`config.mk`:
```
export PLATFORM = sky130hd
export DESIGN_NAME = page_run_allocator
export DESIGN_NICKNAME = d
export VERILOG_FILES = /design/src/rtl/pra_pkg.sv /design/src/rtl/page_run_allocator.sv /design/src/rtl/pra_ram.sv /design/src/rtl/pra_ctrl.sv /design/src/rtl/pra_dp.sv
export SDC_FILE = /design/constraint.sdc
export NUM_CORES = 2
export LEC_CHECK = 0
export ABC_AREA = 1
export BUFFER_PORTS_ARGS = -buffer_cell sky130_fd_sc_hd__buf_2
export CAP_MARGIN = 20
export CELL_PAD_IN_SITES_DETAIL_PLACEMENT = 1
export CELL_PAD_IN_SITES_GLOBAL_PLACEMENT = 1
export CORE_MARGIN = 10
export CORE_UTILIZATION = 45
export DETAILED_ROUTE_END_ITERATION = 10
export GPL_ROUTABILITY_DRIVEN = 0
export HOLD_SLACK_MARGIN = 0.12
export PLACE_DENSITY_LB_ADDON = 0.1
export SETUP_SLACK_MARGIN = 0.2
export SLEW_MARGIN = 20
export SYNTH_ARGS = -nofsm -noshare
export SYNTH_HDL_FRONTEND = slang
export SYNTH_HIERARCHICAL = 1
export SYNTH_SLANG_ARGS = --single-unit
```
`constraint.sdc`:
```
create_clock -name clk -period 8.45 [get_ports clk]
set_input_delay 1.69 -clock clk [delete_from_list [all_inputs] [get_ports clk]]
set_output_delay 1.69 -clock clk [all_outputs]
set_load 0.01 [all_outputs]
```
`src/rtl/pra_pkg.sv`:
```
package pra_pkg;

  localparam int CfgW = 29;
  localparam int PageW = 28;
  localparam int CntW = 29;
  localparam int AddrFieldW = 40;

  localparam logic [1:0] FUNC_ALLOC = 2'd0;
  localparam logic [1:0] FUNC_FREE  = 2'd1;
  localparam logic [1:0] FUNC_CLEAR = 2'd2;
  localparam logic [1:0] FUNC_RSVD  = 2'd3;

  localparam logic [1:0] ST_OK    = 2'd0;
  localparam logic [1:0] ST_INVAL = 2'd1;
  localparam logic [1:0] ST_NOMEM = 2'd2;

  localparam logic CFG_BASE = 1'b0;
  localparam logic CFG_SIZE = 1'b1;

  typedef struct packed {
    logic [1:0]            func;
    logic [AddrFieldW-1:0] addr_in;
    logic [CntW-1:0]       count;
  } in_word_t;

  typedef struct packed {
    logic [1:0]            status;
    logic [AddrFieldW-1:0] addr_out;
    logic [CntW-1:0]       avail_pages;
  } out_word_t;

  typedef enum logic [3:0] {
    S_IDLE,
    S_CHECK,
    S_RD,
    S_CMP,
    S_ALLOC_HIT,
    S_ALLOC_LAST,
    S_ALLOC_MOVE,
    S_CURSOR,
    S_FREE_RET,
    S_FREE_HIT,
    S_APPEND,
    S_DONE
  } state_t;

  typedef enum logic [2:0] {
    M_ALLOC,
    M_ABSORB,
    M_MERGE
  } mode_t;

  typedef struct packed {
    logic load;
    logic clr_scan;
    logic rd;
    logic inc_scan;
    logic rd_last;
    logic alloc_hit;
    logic alloc_move;
    logic alloc_cursor;
    logic free_ret;
    logic merge;
    logic append;
    logic clear;
    logic fail_inval;
    logic fail_nomem;
    logic done;
  } cmd_t;

  typedef struct packed {
    logic [1:0] func;
    logic       cnt_zero;
    logic       free_bad;
    logic       ends_at_cursor;
    logic       scan_end;
    logic       hit;
    logic       exact;
    logic       fits_cursor;
    logic       list_full;
  } sts_t;

endpackage

```
`src/rtl/page_run_allocator.sv`:
```
// Page run allocator.
// Command channel: pulse start with func/addr_in/count in cmd_word while busy
// is low; the word is taken on that edge and busy rises.
// func 0 allocates count pages, 1 frees a run at addr_in, 2 clears the
// cursor and free list. Exactly one result word follows per command on
// rsp with rsp_valid high for one cycle; the receiver cannot stall.
// A clear or rejected command goes straight to the result; allocate and
// free scan the free list entry by entry through the list RAM read port.
// Commands do not overlap: busy drops in the cycle the result is shown,
// so the next command can be taken there.
// Configuration: cfg_we with cfg_idx 0 (base page) or 1 (window size);
// any write clears the cursor and list. Write only while busy is low.
// Reset clears the window, cursor and list; list RAM contents need no
// clearing since only entries below the run count are read.
module page_run_allocator
  import pra_pkg::*;
#(
  parameter int PAGE_SHIFT = 12,
  parameter int MAX_RUNS = 16,
  parameter int ADDR_WIDTH = 40
) (
  input  logic            clk,
  input  logic            rst,
  input  logic            start,
  output logic            busy,
  input  in_word_t        cmd_word,
  output logic            rsp_valid,
  output out_word_t       rsp,
  input  logic            cfg_we,
  input  logic            cfg_idx,
  input  logic [CfgW-1:0] cfg_data
);

  cmd_t cmd;
  sts_t sts;

  pra_ctrl u_ctrl (.clk, .rst, .start, .busy, .sts, .cmd);

  pra_dp #(.PageShift(PAGE_SHIFT), .MaxRuns(MAX_RUNS), .AddrWidth(ADDR_WIDTH)) u_dp (
    .clk, .rst, .in_word(cmd_word), .cfg_we, .cfg_idx, .cfg_data,
    .cmd, .sts, .out_word(rsp), .out_valid(rsp_valid)
  );

endmodule

```
`src/rtl/pra_ram.sv`:
```
module pra_ram #(
  parameter int Width = 8,
  parameter int Depth = 16
) (
  input  logic                     clk,
  input  logic                     we,
  input  logic [$clog2(Depth)-1:0] waddr,
  input  logic [Width-1:0]         wdata,
  input  logic [$clog2(Depth)-1:0] raddr,
  output logic [Width-1:0]         rdata
);

  logic [Width-1:0] mem [Depth];

  always_ff @(posedge clk) begin
    if (we) begin
      mem[waddr] <= wdata;
    end
    rdata <= mem[raddr];
  end

endmodule

```
`src/rtl/pra_ctrl.sv`:
```
module pra_ctrl
  import pra_pkg::*;
(
  input  logic clk,
  input  logic rst,
  input  logic start,
  output logic busy,
  input  sts_t sts,
  output cmd_t cmd
);

  state_t state, state_next;
  mode_t  mode, mode_next;

  always_ff @(posedge clk) begin
    if (rst) begin
      state <= S_IDLE;
      mode  <= M_ALLOC;
    end else begin
      state <= state_next;
      mode  <= mode_next;
    end
  end

  always_comb begin
    state_next = state;
    mode_next  = mode;
    unique case (state)
      S_IDLE: begin
        if (start) state_next = S_CHECK;
      end
      S_CHECK: begin
        priority if (sts.func == FUNC_CLEAR) begin
          state_next = S_DONE;
        end else if (sts.func == FUNC_ALLOC && !sts.cnt_zero) begin
          mode_next = M_ALLOC;
          state_next = S_RD;
        end else if (sts.func == FUNC_FREE && !sts.cnt_zero && !sts.free_bad) begin
          if (sts.ends_at_cursor) begin
            state_next = S_FREE_RET;
          end else begin
            mode_next = M_MERGE;
            state_next = S_RD;
          end
        end else begin
          state_next = S_DONE;
        end
      end
      S_FREE_RET: begin
        mode_next = M_ABSORB;
        state_next = S_RD;
      end
      S_RD: begin
        if (sts.scan_end) begin
          unique case (mode)
            M_ALLOC:  state_next = S_CURSOR;
            M_ABSORB: state_next = S_DONE;
            default:  state_next = S_APPEND;
          endcase
        end else begin
          state_next = S_CMP;
        end
      end
      S_CMP: begin
        if (sts.hit) begin
          unique case (mode)
            M_ALLOC:  state_next = sts.exact ? S_ALLOC_LAST : S_ALLOC_HIT;
            M_ABSORB: state_next = S_ALLOC_LAST;
            default:  state_next = S_FREE_HIT;
          endcase
        end else begin
          state_next = S_RD;
        end
      end
      S_ALLOC_LAST: state_next = S_ALLOC_MOVE;
      default:      state_next = (state == S_DONE) ? S_IDLE : S_DONE;
    endcase
  end

  always_comb begin
    cmd = '0;
    busy = (state != S_IDLE);
    unique case (state)
      S_IDLE:  cmd.load = start;
      S_CHECK: begin
        cmd.clr_scan = 1'b1;
        cmd.clear = (sts.func == FUNC_CLEAR);
        cmd.fail_inval = (sts.func == FUNC_RSVD) ||
                         (sts.func != FUNC_CLEAR && sts.cnt_zero) ||
                         (sts.func == FUNC_FREE && sts.free_bad);
      end
      S_FREE_RET: cmd.free_ret = 1'b1;
      S_RD:       cmd.rd = 1'b1;
      S_CMP:      cmd.inc_scan = !sts.hit;
      S_ALLOC_HIT: begin
        cmd.alloc_hit = 1'b1;
      end
      S_ALLOC_LAST: cmd.rd_last = 1'b1;
      S_ALLOC_MOVE: begin
        cmd.alloc_move = 1'b1;
      end
      S_CURSOR: begin
        cmd.alloc_cursor = sts.fits_cursor;
        cmd.fail_nomem = !sts.fits_cursor;
      end
      S_FREE_HIT: cmd.merge = 1'b1;
      S_APPEND: begin
        cmd.append = !sts.list_full;
        cmd.fail_nomem = sts.list_full;
      end
      S_DONE: cmd.done = 1'b1;
      default: ;
    endcase
  end

endmodule

```
`src/rtl/pra_dp.sv`:
```
module pra_dp
  import pra_pkg::*;
#(
  parameter int PageShift = 12,
  parameter int MaxRuns = 16,
  parameter int AddrWidth = 40
) (
  input  logic                clk,
  input  logic                rst,
  input  in_word_t            in_word,
  input  logic                cfg_we,
  input  logic                cfg_idx,
  input  logic [CfgW-1:0]     cfg_data,
  input  cmd_t                cmd,
  output sts_t                sts,
  output out_word_t           out_word,
  output logic                out_valid
);

  localparam int IdxW = $clog2(MaxRuns);
  localparam int TotW = $clog2(MaxRuns + 1);
  localparam int EntW = PageW + CntW;
  localparam int PgW = AddrWidth - PageShift;
  localparam int SumW = ((PgW > CntW) ? PgW : CntW) + 1;

  logic [PageW-1:0] base_page;
  logic [CntW-1:0]  size_pages, taken_pages, listed_pages;
  logic [TotW-1:0]  run_total;
  logic [TotW-1:0]  scan;
  logic [IdxW-1:0]  hit_idx;
  in_word_t         req;
  logic [1:0]       status;
  logic [AddrWidth-1:0] addr_res;
  logic             absorb_mode;

  logic             we;
  logic [IdxW-1:0]  waddr, raddr;
  logic [EntW-1:0]  wdata, rdata;
  logic [PageW-1:0] e_start;
  logic [CntW-1:0]  e_len;

  pra_ram #(.Width(EntW), .Depth(MaxRuns)) u_ram (
    .clk, .we, .waddr, .wdata, .raddr, .rdata
  );

  assign e_start = rdata[EntW-1:CntW];
  assign e_len   = rdata[CntW-1:0];

  logic [AddrWidth-1:0] a_masked;
  logic [PgW-1:0]       pg;
  logic [SumW-1:0]      pg_w, base_w, taken_w, cnt_w;
  logic [SumW-1:0]      offset, end_pg, cursor, e_end;
  logic                 start_at_end;
  logic [CntW:0]        avail;

  assign a_masked = AddrWidth'(req.addr_in);
  assign pg = a_masked[AddrWidth-1:PageShift];
  assign pg_w = SumW'(pg);
  assign base_w = SumW'(base_page);
  assign taken_w = SumW'(taken_pages);
  assign cnt_w = SumW'(req.count);
  assign offset = pg_w - base_w;
  assign end_pg = pg_w + cnt_w;
  assign cursor = base_w + taken_w;
  assign e_end = SumW'(e_start) + SumW'(e_len);
  assign start_at_end = (SumW'(e_start) == end_pg);
  assign avail = {1'b0, size_pages} - {1'b0, taken_pages};

  assign sts.func = req.func;
  assign sts.cnt_zero = (req.count == '0);
  assign sts.free_bad = (a_masked[PageShift-1:0] != '0) ||
                        (base_w > pg_w) ||
                        (offset >= taken_w) ||
                        (cnt_w > taken_w - offset);
  assign sts.ends_at_cursor = (end_pg == cursor);
  assign sts.scan_end = (scan >= run_total);
  assign sts.exact = (e_len == req.count);
  assign sts.fits_cursor = ({1'b0, req.count} <= avail);
  assign sts.list_full = (run_total >= TotW'(MaxRuns));
  assign sts.hit = (req.func == FUNC_ALLOC) ? (e_len >= req.count) :
                   absorb_mode ? (e_end == cursor) :
                   (start_at_end || (e_end == pg_w));

  always_comb begin
    we = 1'b0;
    waddr = hit_idx;
    wdata = rdata;
    raddr = scan[IdxW-1:0];
    if (cmd.rd_last) raddr = IdxW'(run_total - TotW'(1));
    if (cmd.alloc_hit) begin
      we = 1'b1;
      wdata = {e_start + PageW'(req.count), e_len - req.count};
    end else if (cmd.alloc_move) begin
      we = 1'b1;
    end else if (cmd.merge) begin
      we = 1'b1;
      if (start_at_end)
        wdata = {PageW'(pg), e_len + req.count};
      else
        wdata = {e_start, e_len + req.count};
    end else if (cmd.append) begin
      we = 1'b1;
      waddr = IdxW'(run_total);
      wdata = {PageW'(pg), req.count};
    end
  end

  always_ff @(posedge clk) begin
    if (rst) begin
      base_page <= '0;
      size_pages <= '0;
      taken_pages <= '0;
      listed_pages <= '0;
      run_total <= '0;
      scan <= '0;
      absorb_mode <= 1'b0;
      out_valid <= 1'b0;
    end else begin
      out_valid <= cmd.done;
      if (cfg_we) begin
        if (cfg_idx == CFG_BASE) base_page <= cfg_data[PageW-1:0];
        else size_pages <= cfg_data[CntW-1:0];
        taken_pages <= '0;
        listed_pages <= '0;
        run_total <= '0;
      end
      if (cmd.load) begin
        req <= in_word;
        status <= ST_OK;
        addr_res <= '0;
        absorb_mode <= 1'b0;
      end
      if (cmd.clr_scan) scan <= '0;
      if (cmd.inc_scan) scan <= scan + TotW'(1);
      if (cmd.rd) hit_idx <= scan[IdxW-1:0];
      if (cmd.clear) begin
        taken_pages <= '0;
        listed_pages <= '0;
        run_total <= '0;
      end
      if (cmd.fail_inval) status <= ST_INVAL;
      if (cmd.fail_nomem) status <= ST_NOMEM;
      if (cmd.alloc_hit || (cmd.rd_last && !absorb_mode)) begin
        addr_res <= AddrWidth'({e_start, {PageShift{1'b0}}});
        listed_pages <= listed_pages - req.count;
      end
      if (cmd.rd_last && absorb_mode) begin
        taken_pages <= (e_len > taken_pages) ? '0 : taken_pages - e_len;
        listed_pages <= listed_pages - e_len;
      end
      if (cmd.alloc_move) run_total <= run_total - TotW'(1);
      if (cmd.alloc_cursor) begin
        addr_res <= AddrWidth'({cursor, {PageShift{1'b0}}});
        taken_pages <= taken_pages + req.count;
      end
      if (cmd.free_ret) begin
        taken_pages <= taken_pages - req.count;
        absorb_mode <= 1'b1;
        scan <= '0;
      end
      if (cmd.merge || cmd.append) listed_pages <= listed_pages + req.count;
      if (cmd.append) run_total <= run_total + TotW'(1);
    end
  end

  assign out_word.status = status;
  assign out_word.addr_out = (status == ST_OK) ?
                             AddrFieldW'(addr_res) : '0;
  assign out_word.avail_pages = size_pages - taken_pages + listed_pages;

  assert property (@(posedge clk) disable iff (rst) run_total <= TotW'(MaxRuns))
    else $error("run count exceeds list depth");
  assert property (@(posedge clk) disable iff (rst) cmd.append |-> !sts.list_full)
    else $error("append into full list");
  assert property (@(posedge clk) disable iff (rst) cmd.alloc_move |-> run_total != '0)
    else $error("drop from empty list");

endmodule
```
==> results.json <==
{
  "reg2reg_to": "u_ctrl/state[1]$_SDFFE_PP0P_",
  "path_class": "reg2reg",
  "synth_seq_cells": 1207,
  "hold_buffers": 0,
  "slowest_delay_ns": 0.60,
  "synth_xor_area_share_pct": 3.00,
  "grt_max_degree": 192,
  "syn2layout_area_growth_pct": 9.89,
  "synth-edff-count": 1017,
  "synth_top_area_cell": "edfxtp_1",
  "start_util_pct": 45.4,
  "antenna_found_initial": 24,
  "cts_tree": "yes",
  "reg2reg_slack_ns": 1.01,
  "arrival_ns": 8.14,
  "portBuffers": 165,
  "clockBufferDepth": 3,
  "fin_nets": 11400,
  "vias": 78100,
  "use_met2_pct": 54.5,
  "place_area_um2": 85500,
  "vdd_drop_max_mv": 0.225,
  "finalWirelength_mm": 356,
  "grt_use_total_pct": 34.4,
  "place.detailed.hpwl_mm": 258,
  "die_y_um": 448,
  "multiInputGateArea_um2": 39600,
  "p_leak_nw": 41.8,
  "grt_remaining_overflow": 0,
  "syn_area_per_cell_um2": 7.70,
  "power_mw": 26.2,
  "max-cap-violations": 0,
  "dieWidth_um": 448,
  "fillers": 22400,
  "vias_per_cell": 5.88,
  "clock_sinks": 1207,
  "fin_setup_tns_ns": 0,
  "drc": 0,
  "finClkSkew_ns": 0.0689,
  "fin_area_um2": 90400,
  "outcome": "finished clean",
  "slew_headroom_pct": 19.0,
  "synth_area_leaders": "edfxtp_1 37%, nand2_1 13%, inv_1 8.0%",
  "muxShareOfSynthArea_pct": 0,
  "path_max_fanout": 6,
  "min_period_over_period_pct": 88.0,
  "grt_use_met3_pct": 6.56,
  "hold_path_depth": 1,
  "maxSlewViolCount": 0,
  "cts.htree.levels": 4,
  "max_freq_ghz": 0.134,
  "post_cts_buffers": 0,
  "drt_iter0_drc": 6753,
  "wire_per_inst_um": 26.8,
  "reg2reg_depth": 35,
  "ant_nets": 0,
  "netlist_instances": 10700,
  "yosys.area_share.simple_pct": 24.7,
  "whs_endpoint": "u_dp/scan[4]$_SDFFE_PP0P_",
  "drive_gt1_share_pct": 5.52,
  "synth_top_area_share_pct": 37.1,
  "powerDensity_nw_per_um2": 290,
  "synth.most_common_cell": "nand2_1",
  "synth_common_cells": "2,897 x nand2_1, 1,747 x inv_1, 1,138 x nand3_1",
  "grt.busiest_layer": "met2",
  "first_pass_iters": 9,
  "ys_warn_count": 6,
  "ctsRootBufferMaster": "clkbuf_16",
  "ys_seq_area_share_pct": 41.8,
  "synth.distinct_cells": 66,
  "dieArea_um2": 200000,
  "grt_pass1_vias": 78800,
  "cp.required_ns": 9.15,
  "timing.rr.start": "u_dp/a_masked[12]$_DFFE_PP_",
  "syn-cell-area_um2": 82200,
  "hp-class": "reg2reg",
  "ys_async_sr_fraction_pct": 0,
  "ios": 178,
  "endpoint_kind": "flip-flop",
  "synthFlopType": "edfxtp_1",
  "rows": 156,
  "synth_compound_area_share_pct": 11.2,
  "cts_buffers": 143,
  "clk_pin_slew_worst_paths_ns": 0.07,
  "min_from": "u_dp/scan[4]$_SDFFE_PP0P_",
  "start_kind": "flip-flop",
  "coreArea_um2": 181000,
  "slowest_stage": "nand4_1",
  "tightest_slew_ns": 1.21,
  "register_area_um2": 34300,
  "critPathMostFrequentCell": "nand2_1",
  "grt_pass1_wl_mm": 515,
  "grt_use_met1_pct": 41.6,
  "rsz0062_at_grt": "no",
  "insertion_delay_ns": 0.83,
  "dpl.cell_count": 13000,
  "finalNonFillerCells": 13300,
  "synth_top_family_by_area": "simple AND/OR/NAND/NOR gates",
  "layout_min_cycle_time_ns": 7.44,
  "post_cts_resized": 0,
  "synth_fa_ha_area_share_pct": 8.96,
  "finalSetupViolations": 0,
  "hold_viol_final": 0
}
[cells in the final DEF (no fill, tap or decap), drive strengths merged, types with 54 or more instances in the layout]
| cell type | synthesis | final |
|---|---|---|
| a21oi | 780 | 780 |
| a31oi | 57 | 57 |
| buf | 201 | 303 |
| clkbuf | 165 | 204 |
| dfxtp | 190 | 190 |
| edfxtp | 1017 | 1017 |
| ha | 520 | 520 |
| inv | 1757 | 1761 |
| nand2 | 2908 | 2908 |
| nand3 | 1140 | 1140 |
| nand4 | 79 | 79 |
| nor2 | 570 | 570 |
| nor3 | 84 | 84 |
| o21ai | 479 | 479 |
| o21bai | 54 | 54 |
| xnor2 | 106 | 106 |
| xor2 | 165 | 165 |
[routing by layer]
metal | part of all wire, % | up-vias
met3 | 7.9 | 1020
met5 | 0.023 | -
li1 | - | 35400
met4 | 8.4 | 12
met2 | 45 | 3357
met1 | 39 | 38300
[critical path: cells and delay by family (launching register included)]
| family | cells | cell delay, ns |
|---|---|---|
| DFF | 1 | 0.42 |
| AOI/OAI and AO/OA | 8 | 2.01 |
| and+or+nand+nor | 20 | 3.21 |
| buffers and inverters | 2 | 0.18 |
| xor gates and xnor gates | 1 | 0.13 |
| adders and majority gates | 4 | 1.36 |
[kinds of logic (layout without fill, tap and decap cells)]
family / count (synthesis) / in the layout
other: 1 / 30
flip-flops: 1207 / 1207
AND/OR/NAND/NOR: 4863 / 4863
adder cells (fa/ha/maj): 563 / 563
AO/OA/AOI/OAI: 1649 / 1649
XOR/XNOR: 275 / 275
buffers and inverters: 2127 / 2328
[how the worst max path moves through the flow]
stage | start | to | slack (ns) | cells after the start
after floorplan | rst | u_dp/a_masked[0]$_DFFE_PP_ | 2.87 | 3
after global placement | u_dp/taken_pages[1]$_SDFFE_PP0P_ | u_dp/taken_pages[28]$_SDFFE_PP0P_ | 1.50 | 26
after detailed placement | u_dp/taken_pages[1]$_SDFFE_PP0P_ | u_dp/taken_pages[12]$_SDFFE_PP0P_ | 1.32 | 26
after CTS | u_dp/a_masked[12]$_DFFE_PP_ | u_ctrl/state[1]$_SDFFE_PP0P_ | 1.24 | 35
after global routing | u_dp/a_masked[12]$_DFFE_PP_ | u_ctrl/state[1]$_SDFFE_PP0P_ | 0.59 | 35
final | u_dp/a_masked[12]$_DFFE_PP_ | u_ctrl/state[1]$_SDFFE_PP0P_ | 1.01 | 35
[power breakdown]
| group | leakage (nW) | internal, mW | switching [mW] |
|---|---|---|---|
| registers | 10.7 | 7.46 | 0.628 |
| clock network | 2.31 | 3.66 | 2.72 |
| logic | 28.8 | 3.37 | 8.37 |
[layout make-up]
type | instances | share of cell area, %
Timing Repair Buffer | 303 | 2.16
Tap cell | 2370 | 3.28
Sequential cell | 1207 | 38.0
Inverter | 1761 | 7.34
Antenna cell | 18 | 0.0498
Multi-Input combinational cell | 7362 | 43.9
Clock inverter | 60 | 0.872
Clock buffer | 204 | 4.44
[registers in the layout, indices dropped and copies added (netlist names), 29 cells and up]
name and flops:
u_dp/a_masked 40, u_dp/size_pages 29, u_dp/taken_pages 29, u_dp/u_ram/rdata 57
u_dp/u_ram/mem 912, u_dp/listed_pages 29, u_dp/cnt_w 29
[through the flow]
step | utilization, % | setup WS [ns] | hold slack (ns)
final | 49.8 | 1.01 | 0.478
after global routing | 49.8 | 0.590 | 0.513
after CTS | 49.8 | 1.24 | 0.474
after detailed placement | 47.2 | 1.32 | 0.467
after global placement | 47.2 | 1.50 | 0.466
after floorplan | - | 2.87 | 0.440
Power figures use the tool's default switching activity.
